**src/rtl/brs_pkg.sv**
```systemverilog
`timescale 1ns / 1ps
`default_nettype none
// ----------------------------------------------------------------------------
// brs_pkg
// shared types, sizes and codes of the bilinear rgb sampler
// ----------------------------------------------------------------------------
package brs_pkg;

    // frame store and coordinate format
    localparam int unsigned MAX_WIDTH  = 1024;
    localparam int unsigned MAX_HEIGHT = 512;
    localparam int unsigned FRAC_BITS  = 8;

    // transaction field widths
    localparam int unsigned WCOL_W = 10;
    localparam int unsigned WROW_W = 9;
    localparam int unsigned PIX_W  = 8;
    localparam int unsigned SX_W   = 18;
    localparam int unsigned SY_W   = 17;
    localparam int unsigned NUM_CH = 3;

    // store addressing, banked by row and column parity
    localparam int unsigned COL_W      = $clog2(MAX_WIDTH);
    localparam int unsigned ROW_W      = $clog2(MAX_HEIGHT);
    localparam int unsigned IPX_W      = SX_W - FRAC_BITS;
    localparam int unsigned IPY_W      = SY_W - FRAC_BITS;
    localparam int unsigned NUM_BANKS  = 4;
    localparam int unsigned BANK_SEL_W = 2;
    localparam int unsigned BANK_AW    = (COL_W - 1) + (ROW_W - 1);
    localparam int unsigned BANK_DEPTH = 1 << BANK_AW;

    // blend datapath widths
    localparam int unsigned TOP_W = PIX_W + FRAC_BITS;
    localparam int unsigned V_W   = PIX_W + 2 * FRAC_BITS;

    // configuration port
    localparam int unsigned CFG_IDX_W           = 1;
    localparam int unsigned CFG_DATA_W          = 11;
    localparam int unsigned CANVAS_H_W          = 10;
    localparam int unsigned CANVAS_WIDTH_RESET  = 1024;
    localparam int unsigned CANVAS_HEIGHT_RESET = 512;

    typedef enum logic [CFG_IDX_W-1:0] {
        CFG_CANVAS_WIDTH  = 1'b0,
        CFG_CANVAS_HEIGHT = 1'b1
    } t_cfg_idx;

    typedef enum logic {
        FUNC_WRITE  = 1'b0,
        FUNC_SAMPLE = 1'b1
    } t_func;

    typedef logic [NUM_CH-1:0][PIX_W-1:0] t_rgb;         // [2] red, [0] blue
    typedef t_rgb [NUM_BANKS-1:0]           t_texels;

    typedef struct packed {
        t_func              func;
        logic [WCOL_W-1:0]  write_col;
        logic [WROW_W-1:0]  write_row;
        logic [PIX_W-1:0]   red_in;
        logic [PIX_W-1:0]   green_in;
        logic [PIX_W-1:0]   blue_in;
        logic [SX_W-1:0]    sample_x;
        logic [SY_W-1:0]    sample_y;
    } t_sampler_in;

    typedef struct packed {
        logic [PIX_W-1:0] red_out;
        logic [PIX_W-1:0] green_out;
        logic [PIX_W-1:0] blue_out;
    } t_sampler_out;

    // stage load enables
    typedef struct packed {
        logic s1;
        logic s2;
        logic s3;
        logic s4;
        logic s5;
    } t_pipe_en;

    // after coordinate clamp
    typedef struct packed {
        t_func                func;
        logic [COL_W-1:0]     x0;
        logic [COL_W-1:0]     x1;
        logic [FRAC_BITS-1:0] ax;
        logic [ROW_W-1:0]     y0;
        logic [ROW_W-1:0]     y1;
        logic [FRAC_BITS-1:0] ay;
        logic                 wr_ok;
        logic [COL_W-1:0]     wr_col;
        logic [ROW_W-1:0]     wr_row;
        t_rgb                 wr_pix;
    } t_s1;

    // travels alongside the bank read data
    typedef struct packed {
        logic                 x0p;
        logic                 x1p;
        logic                 y0p;
        logic                 y1p;
        logic [FRAC_BITS-1:0] ax;
        logic [FRAC_BITS-1:0] ay;
    } t_s2;

endpackage

`default_nettype wire

```
**src/rtl/brs_coord.sv**
```systemverilog
`timescale 1ns / 1ps
`default_nettype none
// ----------------------------------------------------------------------------
// brs_coord
// stage 1: splits and clamps the sample coordinate, checks the write address
// ----------------------------------------------------------------------------
module brs_coord import brs_pkg::*; (
    input  logic              i_clk,
    input  t_pipe_en          i_en,
    input  t_sampler_in       i_data,
    input  logic [COL_W-1:0]  i_last_col,
    input  logic [ROW_W-1:0]  i_last_row,
    output t_s1               o_s1
);

    logic [IPX_W-1:0] ipx;
    logic [IPY_W-1:0] ipy;
    logic             clamp_x;
    logic             clamp_y;
    t_s1              n_s1;
    t_s1              r_s1;

    always_comb begin
        ipx     = i_data.sample_x[SX_W-1:FRAC_BITS];
        ipy     = i_data.sample_y[SY_W-1:FRAC_BITS];
        clamp_x = 32'(ipx) >= 32'(i_last_col);
        clamp_y = 32'(ipy) >= 32'(i_last_row);

        n_s1.func = i_data.func;

        // on or past the last column or row: sit on the edge, no fraction
        n_s1.x0 = clamp_x ? i_last_col : COL_W'(ipx);
        n_s1.x1 = clamp_x ? i_last_col : COL_W'(ipx) + COL_W'(1);
        n_s1.ax = clamp_x ? '0 : i_data.sample_x[FRAC_BITS-1:0];
        n_s1.y0 = clamp_y ? i_last_row : ROW_W'(ipy);
        n_s1.y1 = clamp_y ? i_last_row : ROW_W'(ipy) + ROW_W'(1);
        n_s1.ay = clamp_y ? '0 : i_data.sample_y[FRAC_BITS-1:0];

        n_s1.wr_ok  = (32'(i_data.write_col) < 32'(MAX_WIDTH)) &&
                      (32'(i_data.write_row) < 32'(MAX_HEIGHT));
        n_s1.wr_col = COL_W'(i_data.write_col);
        n_s1.wr_row = ROW_W'(i_data.write_row);
        n_s1.wr_pix = {i_data.red_in, i_data.green_in, i_data.blue_in};
    end

    always_ff @(posedge i_clk) begin
        if (i_en.s1) begin
            r_s1 <= n_s1;
        end
    end

    assign o_s1 = r_s1;

endmodule

`default_nettype wire

```
**config.mk**
```make
export PLATFORM = sky130hd
export DESIGN_NAME = brs_coord
export DESIGN_NICKNAME = d
export VERILOG_FILES = /design/src/rtl/brs_pkg.sv /design/src/rtl/brs_coord.sv
export SDC_FILE = /design/constraint.sdc
export NUM_CORES = 1
export LEC_CHECK = 0
export BUFFER_PORTS_ARGS = -buffer_cell sky130_fd_sc_hd__buf_2
export CAP_MARGIN = 5
export CORE_ASPECT_RATIO = 1.4
export CORE_MARGIN = 4
export CORE_UTILIZATION = 50
export DETAILED_ROUTE_END_ITERATION = 8
export PLACE_DENSITY_LB_ADDON = 0.3
export SLEW_MARGIN = 30
export SYNTH_ARGS = -nofsm -noshare
export SYNTH_HDL_FRONTEND = slang
export SYNTH_SLANG_ARGS = --single-unit
```
**constraint.sdc**
```tcl
create_clock -name i_clk -period 5.8 [get_ports i_clk]
set_input_delay 1.16 -clock i_clk [delete_from_list [all_inputs] [get_ports i_clk]]
set_output_delay 1.16 -clock i_clk [all_outputs]
set_load 0.05 [all_outputs]
```
### Yosys cells after proc, flatten, opt, wreduce, memory -nomap -nowiden

Cells that the tools add are included.

| word-level totals | value |
|---|---|
| flip-flop bits (word level) | 98 |
| bits in latches | 0 |
| memory bits (writable) | 0 |
| ROM bits | 0 |
| bits of input ports | 104 |
| output and inout bits | 99 |
| word-level logic and storage cells | 20 |
| memories kept | 0 |

| cells by class | value |
|---|---|
| add/subtract/negate cells | 2 |
| multipliers | 0 |
| divide/modulo/power cells | 0 |
| magnitude comparators | 2 |
| equal/unequal tests | 0 |
| shifts and indexed selects | 0 |
| mux-type cells | 4 |
| bitwise operators | 0 |
| reductions and logical operators | 0 |

Operators with widths:

| kind | count |
|---|---|
| 2-to-1 mux 10 bit | 2 |
| 2-to-1 mux 9 bit | 2 |
| adder 10 x 1 -> 10 bit, second input constant | 1 |
| greater-or-equal comparator 10 bit | 1 |
| adder 9 x 1 -> 9 bit, second input constant | 1 |
| greater-or-equal comparator 9 bit | 1 |

### Logic depth before layout (Yosys ltp)

| logic depth | value |
|---|---|
| depth after elaboration | 2 |
| gate-level depth with buffers | 9 |

### Worst setup path before layout

Ideal clock, no wire load.

| timing | value |
|---|---|
| kind | input port to flip-flop |
| from | in i_data[25] in the netlist's numbering |
| to | reg r_s1 (netlist bit o_s1[79]), data pin |
| arrival time | 2.594 ns |
| required time | 5.540 ns |
| slack | 2.945 ns |
| stages on the path | 9 |
| path buffers | 2 |
| cells stage by stage | inv_1 > ha_1 > nand2b_4 > a211oi_2 > o2bb2ai_1 > a21o_1 > buf_6 > buf_12 > mux2_4 |

RTL lines:

| element | RTL line | source |
|---|---|---|
| start: declaration | brs_coord.sv:10 | `input t_sampler_in i_data,` |
| end signal: assignment | brs_coord.sv:48 | `r_s1 <= n_s1;` |
| end: declaration | brs_coord.sv:21 | `t_s1 r_s1;` |

==> metrics.cfg <==
[logic_synthesis]
avgSynthCellArea_sq_um = 15.3
syn-num-nets = 405
synth_top_area_share_pct = 68.9
yosysWarningCount = 0
ys_seq_area_share_pct = 68.9
ys_ff_latch = 98
synth_most_common_cell = edfxtp_1
yosys.area.top_type = edfxtp_1
postSynthCellCount = 280
synthTopCellsByArea = edfxtp_1 (69%), ha_1 (6.2%), mux2i_1 (4.9%)
synthTopCellsByCount = edfxtp_1 (98), inv_1 (39), nor2_1 (22)
syn_area_sq_um = 4270
synth-async-reset-ratio_pct = 0
synth-edff-count = 98
dominantRegCellSynth = edfxtp_1
yosysUniqueCellTypes = 31

[finish]
final_core_util_pct = 68.1
filler_cell_count = 604
largest_register_ff_count = 98
area_growth_pct = 31.5
num_antenna_cells = 0
layout.nets = 609
design_area_sq_um = 5620
layout-drive-gt1-share_pct = 48.0

[sta]
fmax_mhz = 325
relSlewSlack_pct = 43.1
rsz0062_at_grt = no
fin_crit_sh_pct = 53.0
min_period_ps = 3070
hold_viol_final = 0
drv_slew = 0
setup_viol = 0
tightest_slew_ps = 854
setup_tns_ps = 0

[floorplan]
die_area_sq_um = 10100
core_area_sq_um = 8250
rows = 39
fp.dieW_um = 86.1
start_util_pct = 51.8
dieHeight_um = 117
ios = 203

[placement]
postPlaceCellArea_sq_um = 5350
place_congestion = 0.837
hpwlAfterDp_um = 7140
io_buffers = 197

[global_routing]
antenna_found_initial = 0
grt_first_pass_wirelength_um = 14400
grt_pass1_vias = 3007
track_usage_pct = 18.4
grt_max_degree = 99
gr-total-overflow = 0

[clock_tree]
cts_tree = built
numCtsBuffers = 9
cts-root-buf = clkbuf_16
cts.sinks = 98
cts_resized = 0
cts_htree_levels = 3
clk_pin_slew_ps = 70
ctsHoldBuffers = 0
post_cts_buffers = 0
max-clock-path-buffers = 2

[routing]
drt_iter0_drc = 92
drcViolationCount = 0
vias = 2873
wl_per_cell_um = 15.5
wirelength_um = 9130
drt_first_pass_iters = 4
ant_nets = 0
via_per_inst = 4.87

[setup_path]
cp-start-kind = input pin
worstPathMaxFanout = 18
cp.arrival_ps = 3150
end_kind = register
worst-setup-path-type = in2reg
required_ps = 5880

[power]
p_per_area_nw_per_um2 = 334
p_leak_uw = 0.00258
vdd_drop_max_uv = 243

[outcome]
status = finished, final reports clean

[job]
cap_viol_max_count = 0

[worst_hold_path]
hp-class = in2reg

## path summary, 6_finish.rpt
kind | slack [ps] | depth (start not counted) | start | endpoint
worst min-delay path | 1000 | 1 | i_data[40] | o_s1[5]
worst max-delay path | 2730 | 9 | i_data[8] | o_s1[69]
## cells in the final DEF, fill, tap and decap left out, types with 2 or more instances in the layout
cell / instances
nand3_1: 8
buf_2: 196
clkbuf_16: 9
xor2_1: 6
and3_1: 3
clkinvlp_4: 2
nand2_1: 8
o21ai_0: 2
a21oi_1: 5
inv_1: 39
mux2i_1: 21
clkinv_4: 2
nor2_1: 22
buf_4: 2
mux2_2: 16
a21o_1: 2
nand4_1: 2
ha_1: 21
edfxtp_1: 98
xnor2_1: 9
## power by group
group	internal, uW	leakage [uW]	total [uW]	switching, uW
Sequential	861	0.000957	876	14.7
Clock	291	0.000125	533	242
Combinational	121	0.00150	468	347
Total	1270	0.00258	1880	603
## logic make-up after synthesis
| family | count (synthesis) | share of synthesized area [%] |
|---|---|---|
| flip-flops | 98 | 68.9 |
| AND/OR/NAND/NOR | 47 | 5.04 |
| buffers and inverters | 45 | 4.83 |
| multiplexers | 38 | 9.49 |
| adder cells (fa/ha/maj) | 21 | 6.15 |
| AO/OA/AOI/OAI | 15 | 2.40 |
| XOR/XNOR | 15 | 3.08 |
| other | 1 | 0.0878 |
## critical path: stages
cell and delay, ps:
buf_2 130, inv_1 60, ha_1 270, nor2b_1 40, o21ai_0 190, a31oi_1 130, o21ai_2 430, buf_4 350
mux2_2 370
## layout make-up
| cell class | count | area [sq um] | area share, % |
|---|---|---|---|
| clock buffer | 10 | 229 | 4.08 |
| multi-input combinational | 137 | 1120 | 20.0 |
| inverter | 39 | 146 | 2.61 |
| sequential | 98 | 2940 | 52.4 |
| clock inverter | 5 | 41.3 | 0.735 |
| timing repair buffer | 199 | 1010 | 17.9 |
| tap | 102 | 128 | 2.27 |
## per-layer routing
layer	GRT usage, %	up-vias	part of all wire [%]
met5	0	-	0
met4	6.73	0	2.0
met3	6.52	15	10
met2	32.7	130	54
met1	19.8	1319	34
li1	-	1409	-
## stage by stage
step	hold slack [ps]	worst slack [ps]	power, uW	instances
4_1_cts	986	2730	1900	590
3_5_place_dp	1340	2370	1360	575
2_1_floorplan	1260	2950	1230	280
5_1_grt	977	2590	1970	590
6_report	1000	2730	1880	590
3_3_place_gp	1340	2420	1350	575
No activity file was read; power rests on OpenSTA's default activity.
