### src/rtl/brs_pkg.sv
`timescale 1ns / 1ps
`default_nettype none
// ----------------------------------------------------------------------------
// brs_pkg
// shared types, sizes and codes of the bilinear rgb sampler
// ----------------------------------------------------------------------------
package brs_pkg;

    // frame store and coordinate format
    localparam int unsigned MAX_WIDTH  = 1024;
    localparam int unsigned MAX_HEIGHT = 512;
    localparam int unsigned FRAC_BITS  = 8;

    // transaction field widths
    localparam int unsigned WCOL_W = 10;
    localparam int unsigned WROW_W = 9;
    localparam int unsigned PIX_W  = 8;
    localparam int unsigned SX_W   = 18;
    localparam int unsigned SY_W   = 17;
    localparam int unsigned NUM_CH = 3;

    // store addressing, banked by row and column parity
    localparam int unsigned COL_W      = $clog2(MAX_WIDTH);
    localparam int unsigned ROW_W      = $clog2(MAX_HEIGHT);
    localparam int unsigned IPX_W      = SX_W - FRAC_BITS;
    localparam int unsigned IPY_W      = SY_W - FRAC_BITS;
    localparam int unsigned NUM_BANKS  = 4;
    localparam int unsigned BANK_SEL_W = 2;
    localparam int unsigned BANK_AW    = (COL_W - 1) + (ROW_W - 1);
    localparam int unsigned BANK_DEPTH = 1 << BANK_AW;

    // blend datapath widths
    localparam int unsigned TOP_W = PIX_W + FRAC_BITS;
    localparam int unsigned V_W   = PIX_W + 2 * FRAC_BITS;

    // configuration port
    localparam int unsigned CFG_IDX_W           = 1;
    localparam int unsigned CFG_DATA_W          = 11;
    localparam int unsigned CANVAS_H_W          = 10;
    localparam int unsigned CANVAS_WIDTH_RESET  = 1024;
    localparam int unsigned CANVAS_HEIGHT_RESET = 512;

    typedef enum logic [CFG_IDX_W-1:0] {
        CFG_CANVAS_WIDTH  = 1'b0,
        CFG_CANVAS_HEIGHT = 1'b1
    } t_cfg_idx;

    typedef enum logic {
        FUNC_WRITE  = 1'b0,
        FUNC_SAMPLE = 1'b1
    } t_func;

    typedef logic [NUM_CH-1:0][PIX_W-1:0] t_rgb;         // [2] red, [0] blue
    typedef t_rgb [NUM_BANKS-1:0]           t_texels;

    typedef struct packed {
        t_func              func;
        logic [WCOL_W-1:0]  write_col;
        logic [WROW_W-1:0]  write_row;
        logic [PIX_W-1:0]   red_in;
        logic [PIX_W-1:0]   green_in;
        logic [PIX_W-1:0]   blue_in;
        logic [SX_W-1:0]    sample_x;
        logic [SY_W-1:0]    sample_y;
    } t_sampler_in;

    typedef struct packed {
        logic [PIX_W-1:0] red_out;
        logic [PIX_W-1:0] green_out;
        logic [PIX_W-1:0] blue_out;
    } t_sampler_out;

    // stage load enables
    typedef struct packed {
        logic s1;
        logic s2;
        logic s3;
        logic s4;
        logic s5;
    } t_pipe_en;

    // after coordinate clamp
    typedef struct packed {
        t_func                func;
        logic [COL_W-1:0]     x0;
        logic [COL_W-1:0]     x1;
        logic [FRAC_BITS-1:0] ax;
        logic [ROW_W-1:0]     y0;
        logic [ROW_W-1:0]     y1;
        logic [FRAC_BITS-1:0] ay;
        logic                 wr_ok;
        logic [COL_W-1:0]     wr_col;
        logic [ROW_W-1:0]     wr_row;
        t_rgb                 wr_pix;
    } t_s1;

    // travels alongside the bank read data
    typedef struct packed {
        logic                 x0p;
        logic                 x1p;
        logic                 y0p;
        logic                 y1p;
        logic [FRAC_BITS-1:0] ax;
        logic [FRAC_BITS-1:0] ay;
    } t_s2;

endpackage

`default_nettype wire

### src/rtl/brs_blend.sv
`timescale 1ns / 1ps
`default_nettype none
// ----------------------------------------------------------------------------
// brs_blend
// stages 3 to 5: horizontal blend, vertical blend, round half up
// ----------------------------------------------------------------------------
module brs_blend import brs_pkg::*; (
    input  logic         i_clk,
    input  t_pipe_en     i_en,
    input  t_s2          i_s2,
    input  t_texels      i_texel,
    output t_sampler_out o_data
);

    localparam logic [V_W:0] ROUND_HALF =
        {{(V_W + 1 - 2 * FRAC_BITS){1'b0}}, 1'b1, {(2 * FRAC_BITS - 1){1'b0}}};

    // a + (b - a) * f, result has FRAC_BITS fraction bits
    function automatic logic [TOP_W-1:0] lerp_h(
        input logic [PIX_W-1:0]     a,
        input logic [PIX_W-1:0]     b,
        input logic [FRAC_BITS-1:0] f
    );
        logic signed [PIX_W:0]   d;
        logic signed [TOP_W+1:0] p;
        logic signed [TOP_W+1:0] s;
        d = $signed({1'b0, b}) - $signed({1'b0, a});
        p = d * $signed({1'b0, f});
        s = $signed({2'b00, a, {FRAC_BITS{1'b0}}}) + p;
        return s[TOP_W-1:0];
    endfunction

    // top + (bot - top) * f, result has 2*FRAC_BITS fraction bits
    function automatic logic [V_W-1:0] lerp_v(
        input logic [TOP_W-1:0]     t,
        input logic [TOP_W-1:0]     u,
        input logic [FRAC_BITS-1:0] f
    );
        logic signed [TOP_W:0]   d;
        logic signed [V_W+1:0]   p;
        logic signed [V_W+1:0]   s;
        d = $signed({1'b0, u}) - $signed({1'b0, t});
        p = d * $signed({1'b0, f});
        s = $signed({2'b00, t, {FRAC_BITS{1'b0}}}) + p;
        return s[V_W-1:0];
    endfunction

    function automatic logic [PIX_W-1:0] round_sat(input logic [V_W-1:0] v);
        logic [V_W:0]   s;
        logic [PIX_W:0] r;
        s = {1'b0, v} + ROUND_HALF;
        r = s[V_W:2*FRAC_BITS];
        return r[PIX_W] ? {PIX_W{1'b1}} : r[PIX_W-1:0];
    endfunction

    logic [NUM_CH-1:0][TOP_W-1:0] n_top;
    logic [NUM_CH-1:0][TOP_W-1:0] n_bot;
    logic [NUM_CH-1:0][TOP_W-1:0] r_top;
    logic [NUM_CH-1:0][TOP_W-1:0] r_bot;
    logic [FRAC_BITS-1:0]         r_ay;
    logic [NUM_CH-1:0][V_W-1:0]   n_v;
    logic [NUM_CH-1:0][V_W-1:0]   r_v;
    t_rgb                         n_out;
    t_rgb                         r_out;
    t_rgb                         p00;
    t_rgb                         p01;
    t_rgb                         p10;
    t_rgb                         p11;

    always_comb begin
        p00 = i_texel[{i_s2.y0p, i_s2.x0p}];
        p01 = i_texel[{i_s2.y0p, i_s2.x1p}];
        p10 = i_texel[{i_s2.y1p, i_s2.x0p}];
        p11 = i_texel[{i_s2.y1p, i_s2.x1p}];
        for (int c = 0; c < NUM_CH; c++) begin
            n_top[c] = lerp_h(p00[c], p01[c], i_s2.ax);
            n_bot[c] = lerp_h(p10[c], p11[c], i_s2.ax);
            n_v[c]   = lerp_v(r_top[c], r_bot[c], r_ay);
            n_out[c] = round_sat(r_v[c]);
        end
    end

    always_ff @(posedge i_clk) begin
        if (i_en.s3) begin
            r_top <= n_top;
            r_bot <= n_bot;
            r_ay  <= i_s2.ay;
        end
        if (i_en.s4) begin
            r_v <= n_v;
        end
        if (i_en.s5) begin
            r_out <= n_out;
        end
    end

    assign o_data = t_sampler_out'(r_out);

endmodule

`default_nettype wire

### config.mk
export PLATFORM = sky130hd
export DESIGN_NAME = brs_blend
export DESIGN_NICKNAME = d
export VERILOG_FILES = /design/src/rtl/brs_pkg.sv /design/src/rtl/brs_blend.sv
export SDC_FILE = /design/constraint.sdc
export NUM_CORES = 2
export LEC_CHECK = 0
export BUFFER_PORTS_ARGS = -buffer_cell sky130_fd_sc_hd__clkbuf_2
export CAP_MARGIN = 40
export CORE_ASPECT_RATIO = 1.25
export CORE_UTILIZATION = 65
export DETAILED_ROUTE_END_ITERATION = 8
export GPL_TIMING_DRIVEN = 0
export PLACE_DENSITY = 0.82
export SYNTH_ARGS = -nofsm -noshare
export SYNTH_HDL_FRONTEND = slang
export SYNTH_SLANG_ARGS = --single-unit
### constraint.sdc
create_clock -name i_clk -period 13.36 [get_ports i_clk]
set_input_delay 2.672 -clock i_clk [delete_from_list [all_inputs] [get_ports i_clk]]
set_output_delay 2.672 -clock i_clk [all_outputs]
set_load 0.01 [all_outputs]
# ---- After elaboration in Yosys (flattened, before gate mapping)
# Index checks and enable logic that the tools add are counted.
dict set report op_classes {
  mux 8
  addsub 21
  n_lt_le_gt_ge 4
  multipliers 9
}
# op count
set ops {}
lappend ops {{$bmux 24 s2} 4}
lappend ops {{$add 16x16->16} 6}
lappend ops {{$mul 9x9->16} 6}
lappend ops {{$mux 24} 4}
lappend ops {{$add 24x16->25 const B} 3}
lappend ops {{$add 24x24->24} 3}
lappend ops {{$mul 17x9->24} 3}
lappend ops {{$sub 8x8->9} 6}
lappend ops {{$sub 16x16->17} 3}
lappend ops {{$lt 2x3->1 const B} 4}
dict set report word_totals {
  ff_bits 200
  word_cells 55
  out_inout_bits 24
  input_bits 122
}

# ---- Longest topological paths before layout
dict set report depth {
  depth_word 5
  ltp_mapped 34
  ltp_nobuf 32
}

# ---- Least setup slack after synthesis
# Ideal clock, no wire load.
dict set report synth_timing {
  path_type {in2reg}
  startpoint {input i_s2[19] in the netlist's numbering}
  endpoint {register r_bot[15] in the netlist's numbering (data pin)}
  setup_slack_ps 3176
  path_buffers 3
  required_time_ps 13099
  cell_stages 29
  t_arrival_ps 9922
  setup_time_ps 261
  cell_sequence {clkbuf_1 > buf_1 > clkbuf_1 > mux4_2 > ha_1 > fa_1 > nor2b_1 > o21ai_0 > nand2b_1 > a21oi_1 > o21bai_1 > xor2_1 > nand2_1 > fa_1 > inv_1 > fa_1 > fa_1 > fa_1 > fa_1 > ha_1 > inv_1 > nor2_1 > nor2_1 > o21bai_1 > a21oi_1 > o21bai_1 > a21oi_1 > o21ai_0 > xnor2_1}
}
# element line
set synth_rtl {}
lappend synth_rtl {{start: declaration} brs_blend.sv:10} ;# input t_s2 i_s2,
lappend synth_rtl {{end signal: assignment} brs_blend.sv:86} ;# r_bot <= n_bot;
lappend synth_rtl {{end: declaration} brs_blend.sv:59} ;# logic [NUM_CH-1:0][TOP_W-1:0] r_bot;

==> results.cfg <==
[synth]
synth_area_per_cell_um2 = 9.409
netlist_area_um2 = 40990
async_flop_share_pct = 0
synth_mux_area_share_pct = 4.167
synth_compound_area_share_pct = 5.510
synth_edf_count = 155
yosys.area_share.simple_pct = 14.05
synth_warnings = 0
synth_top_family_by_area = adder cells
synthXorXnorAreaFrac_pct = 4.915
yosys_register_bits = 155
ys_seq_area_share_pct = 11.36
ys.flop_type = edfxtp_1
synth_cell_types = 63
synthCells = 4356
synthAdderAreaFrac_pct = 49.13
synth_nets = 5648

[grt]
grt_usage_pct = 33.42
grt_pass1_wl_mm = 163.0
antenna_found_initial = 0
grt_max_degree = 70
grt.overflow.total = 0
grt_pass1_vias = 32070

[sta]
finalWorstSetupSlack_ns = 1.478
rsz0062_at_grt = no
finalSetupTns_ns = 0
slew_violations = 0
slew_headroom_pct = 36.81
timing.final.crit_share_pct = 88.94
setup_violations = 0
fin_worst_skew_ns = 0.02268
max_freq_mhz = 84.16
finalHoldViolCount = 0
fin_crit_ns = 11.88
worst_slew_pin_slew_ns = 0.9411

[clock_network]
clk_latency_ns = 0.49
path_clk_slew_ns = 0.08
cts_resized = 0
post-cts-setup-buffers = 0
cts_tree = done
clock_sinks = 155
htree_levels = 4
hold_buffers = 0
numCtsBuffers = 17
clockRootBuffer = clkbuf_16
cts_buffer_depth = 2

[floorplan]
initial_utilization_pct = 65.94
core_area_um2 = 62150
rows = 102
die_w_um = 226.6
pin_count = 146
die-area_um2 = 64070
die_h_um = 282.7

[drt]
antenna_left = 0
via_per_inst = 5.626
drtIter0Drc = 2010
drt_wl_total_mm = 100.6
drc = 0
wire_per_inst_um = 18.76
num_vias = 30170
firstDrtPassIters = 6

[cells_and_area]
layout.nets = 5811
fin_cells = 5363
drive_gt1_share_pct = 5.893
diodes = 0
syn2layout_area_growth_pct = 5.776
multi_input_area_um2 = 31870
register_area_um2 = 4654
fillers = 4705

[placed_design]
hpwlAfterDp_mm = 85.17
place_congestion = 0.9744
dp.cells = 5332
port_buffers = 135
pre_cts_ws_ns = 1.065

[setup_path]
worstPathArrival_ns = 12.14
slowest_delay_ns = 0.68
cp_common_cell = fa_1
cp-start-kind = primary input
crit_fanout = 10
worstPathRequired_ns = 13.62
cpMaxStageDelayCell = a31oi_1
worstSetupEndpointType = flip-flop
critical_path_class = primary input to flip-flop

[run]
maxCapViolCount = 0

[run_status]
status = finished, final reports clean

[min_path]
hp-class = flip-flop to flip-flop
final timing paths:
| path | from | end | slack, ns | cells past startpoint |
|---|---|---|---|---|
| hold / removal | r_v[66]$_DFFE_PP_ | o_data[18]$_SDFFCE_PP1P_ | 0.60 | 2 |
| hold reg to reg | r_v[66]$_DFFE_PP_ | o_data[18]$_SDFFCE_PP1P_ | 0.60 | 2 |
| setup / recovery | i_s2[19] | r_top[15]$_DFFE_PP_ | 1.48 | 31 |
| setup reg to reg | r_top[16]$_DFFE_PP_ | r_v[47]$_DFFE_PP_ | 4.71 | 26 |
area by class of cell:
class	instances	area share, %
multi-input cells	3014	73.52
flip-flops and latches	155	10.74
inverters	1068	9.247
well taps	832	2.401
repair buffers	144	1.789
plain buffers	119	1.036
clock buffers	17	0.9813
clock inverters	14	0.2886
state kept, by name, indices dropped and copies added, names as in the netlist:
| register | count |
|---|---|
| o_data | 24 |
| r_top | 48 |
| r_ay | 8 |
| r_bot | 48 |
| r_v | 27 |
critical path, delay by kind of cell:
family,cells,cell delay (ns)
adders and majority gates,8,3.37
and+or+nand+nor,6,0.79
buffers and inverters,6,2.47
AOI/OAI and AO/OA,10,2.45
xor gates and xnor gates,1,0.36
cells in the mapped netlist, types with 44 or more instances:
| master | count | area share (%) |
|---|---|---|
| xnor2_1 | 186 | 4.0 |
| nand2_1 | 457 | 4.2 |
| o21ai_0 | 74 | 0.90 |
| inv_1 | 1068 | 9.8 |
| and2_1 | 300 | 4.6 |
| fa_1 | 732 | 36 |
| nor2_1 | 104 | 0.95 |
| ha_1 | 438 | 13 |
| o21bai_1 | 45 | 0.82 |
| mux4_2 | 48 | 2.6 |
| xor2_1 | 44 | 0.94 |
| nand2b_1 | 54 | 0.82 |
| edfxtp_1 | 155 | 11 |
| nor2b_1 | 129 | 2.0 |
| a21oi_1 | 122 | 1.5 |
| clkbuf_1 | 109 | 1.0 |
cell families after synthesis:
logic type,Yosys count
XOR/XNOR,230
buffers and inverters,1187
adder cells (fa/ha/maj),1170
AND/OR/NAND/NOR,1151
AO/OA/AOI/OAI,356
multiplexers,107
flip-flops,155
metrics by stage:
stage | hold WS [ns] | area (µm²) | utilization [%]
after floorplan | 0.5663 | 40990 | -
after global placement | 0.5861 | 42700 | 68.71
after detailed placement | 0.5884 | 42800 | 68.87
after CTS | 0.6047 | 43350 | 69.75
after global routing | 0.6209 | 43350 | 69.75
final | 0.5984 | 43350 | 69.75
routing by layer:
metal	wire (µm)	track usage [%]	share of wire [%]
met1	36900	38.92	37
met2	50320	58.38	50
met3	6009	4.131	6.0
met4	7377	21.50	7.3
met5	0	0	0
cell usage in the layout (no fill, tap or decap), types with 6 or more instances in the layout:
master / instances
ha_1: 438
nor2_1: 104
clkbuf_16: 17
o21bai_1: 45
o21a_1: 17
xnor2_1: 186
mux2_2: 29
a21oi_1: 122
xor2_1: 44
a21o_1: 28
a21boi_0: 10
nand2b_1: 54
fa_1: 732
buf_1: 8
o21ai_0: 74
clkbuf_2: 134
o211ai_1: 7
mux4_2: 48
nor2b_1: 129
inv_1: 1068
nand3_1: 32
nand2_1: 457
a31oi_1: 9
and3_1: 25
clkbuf_1: 109
mux2i_1: 30
and2_1: 300
nor3_1: 23
or3_1: 6
edfxtp_1: 155
Power is not shown: default switching activity piles up to over one toggle a cycle in this logic, so the estimate is an artifact.
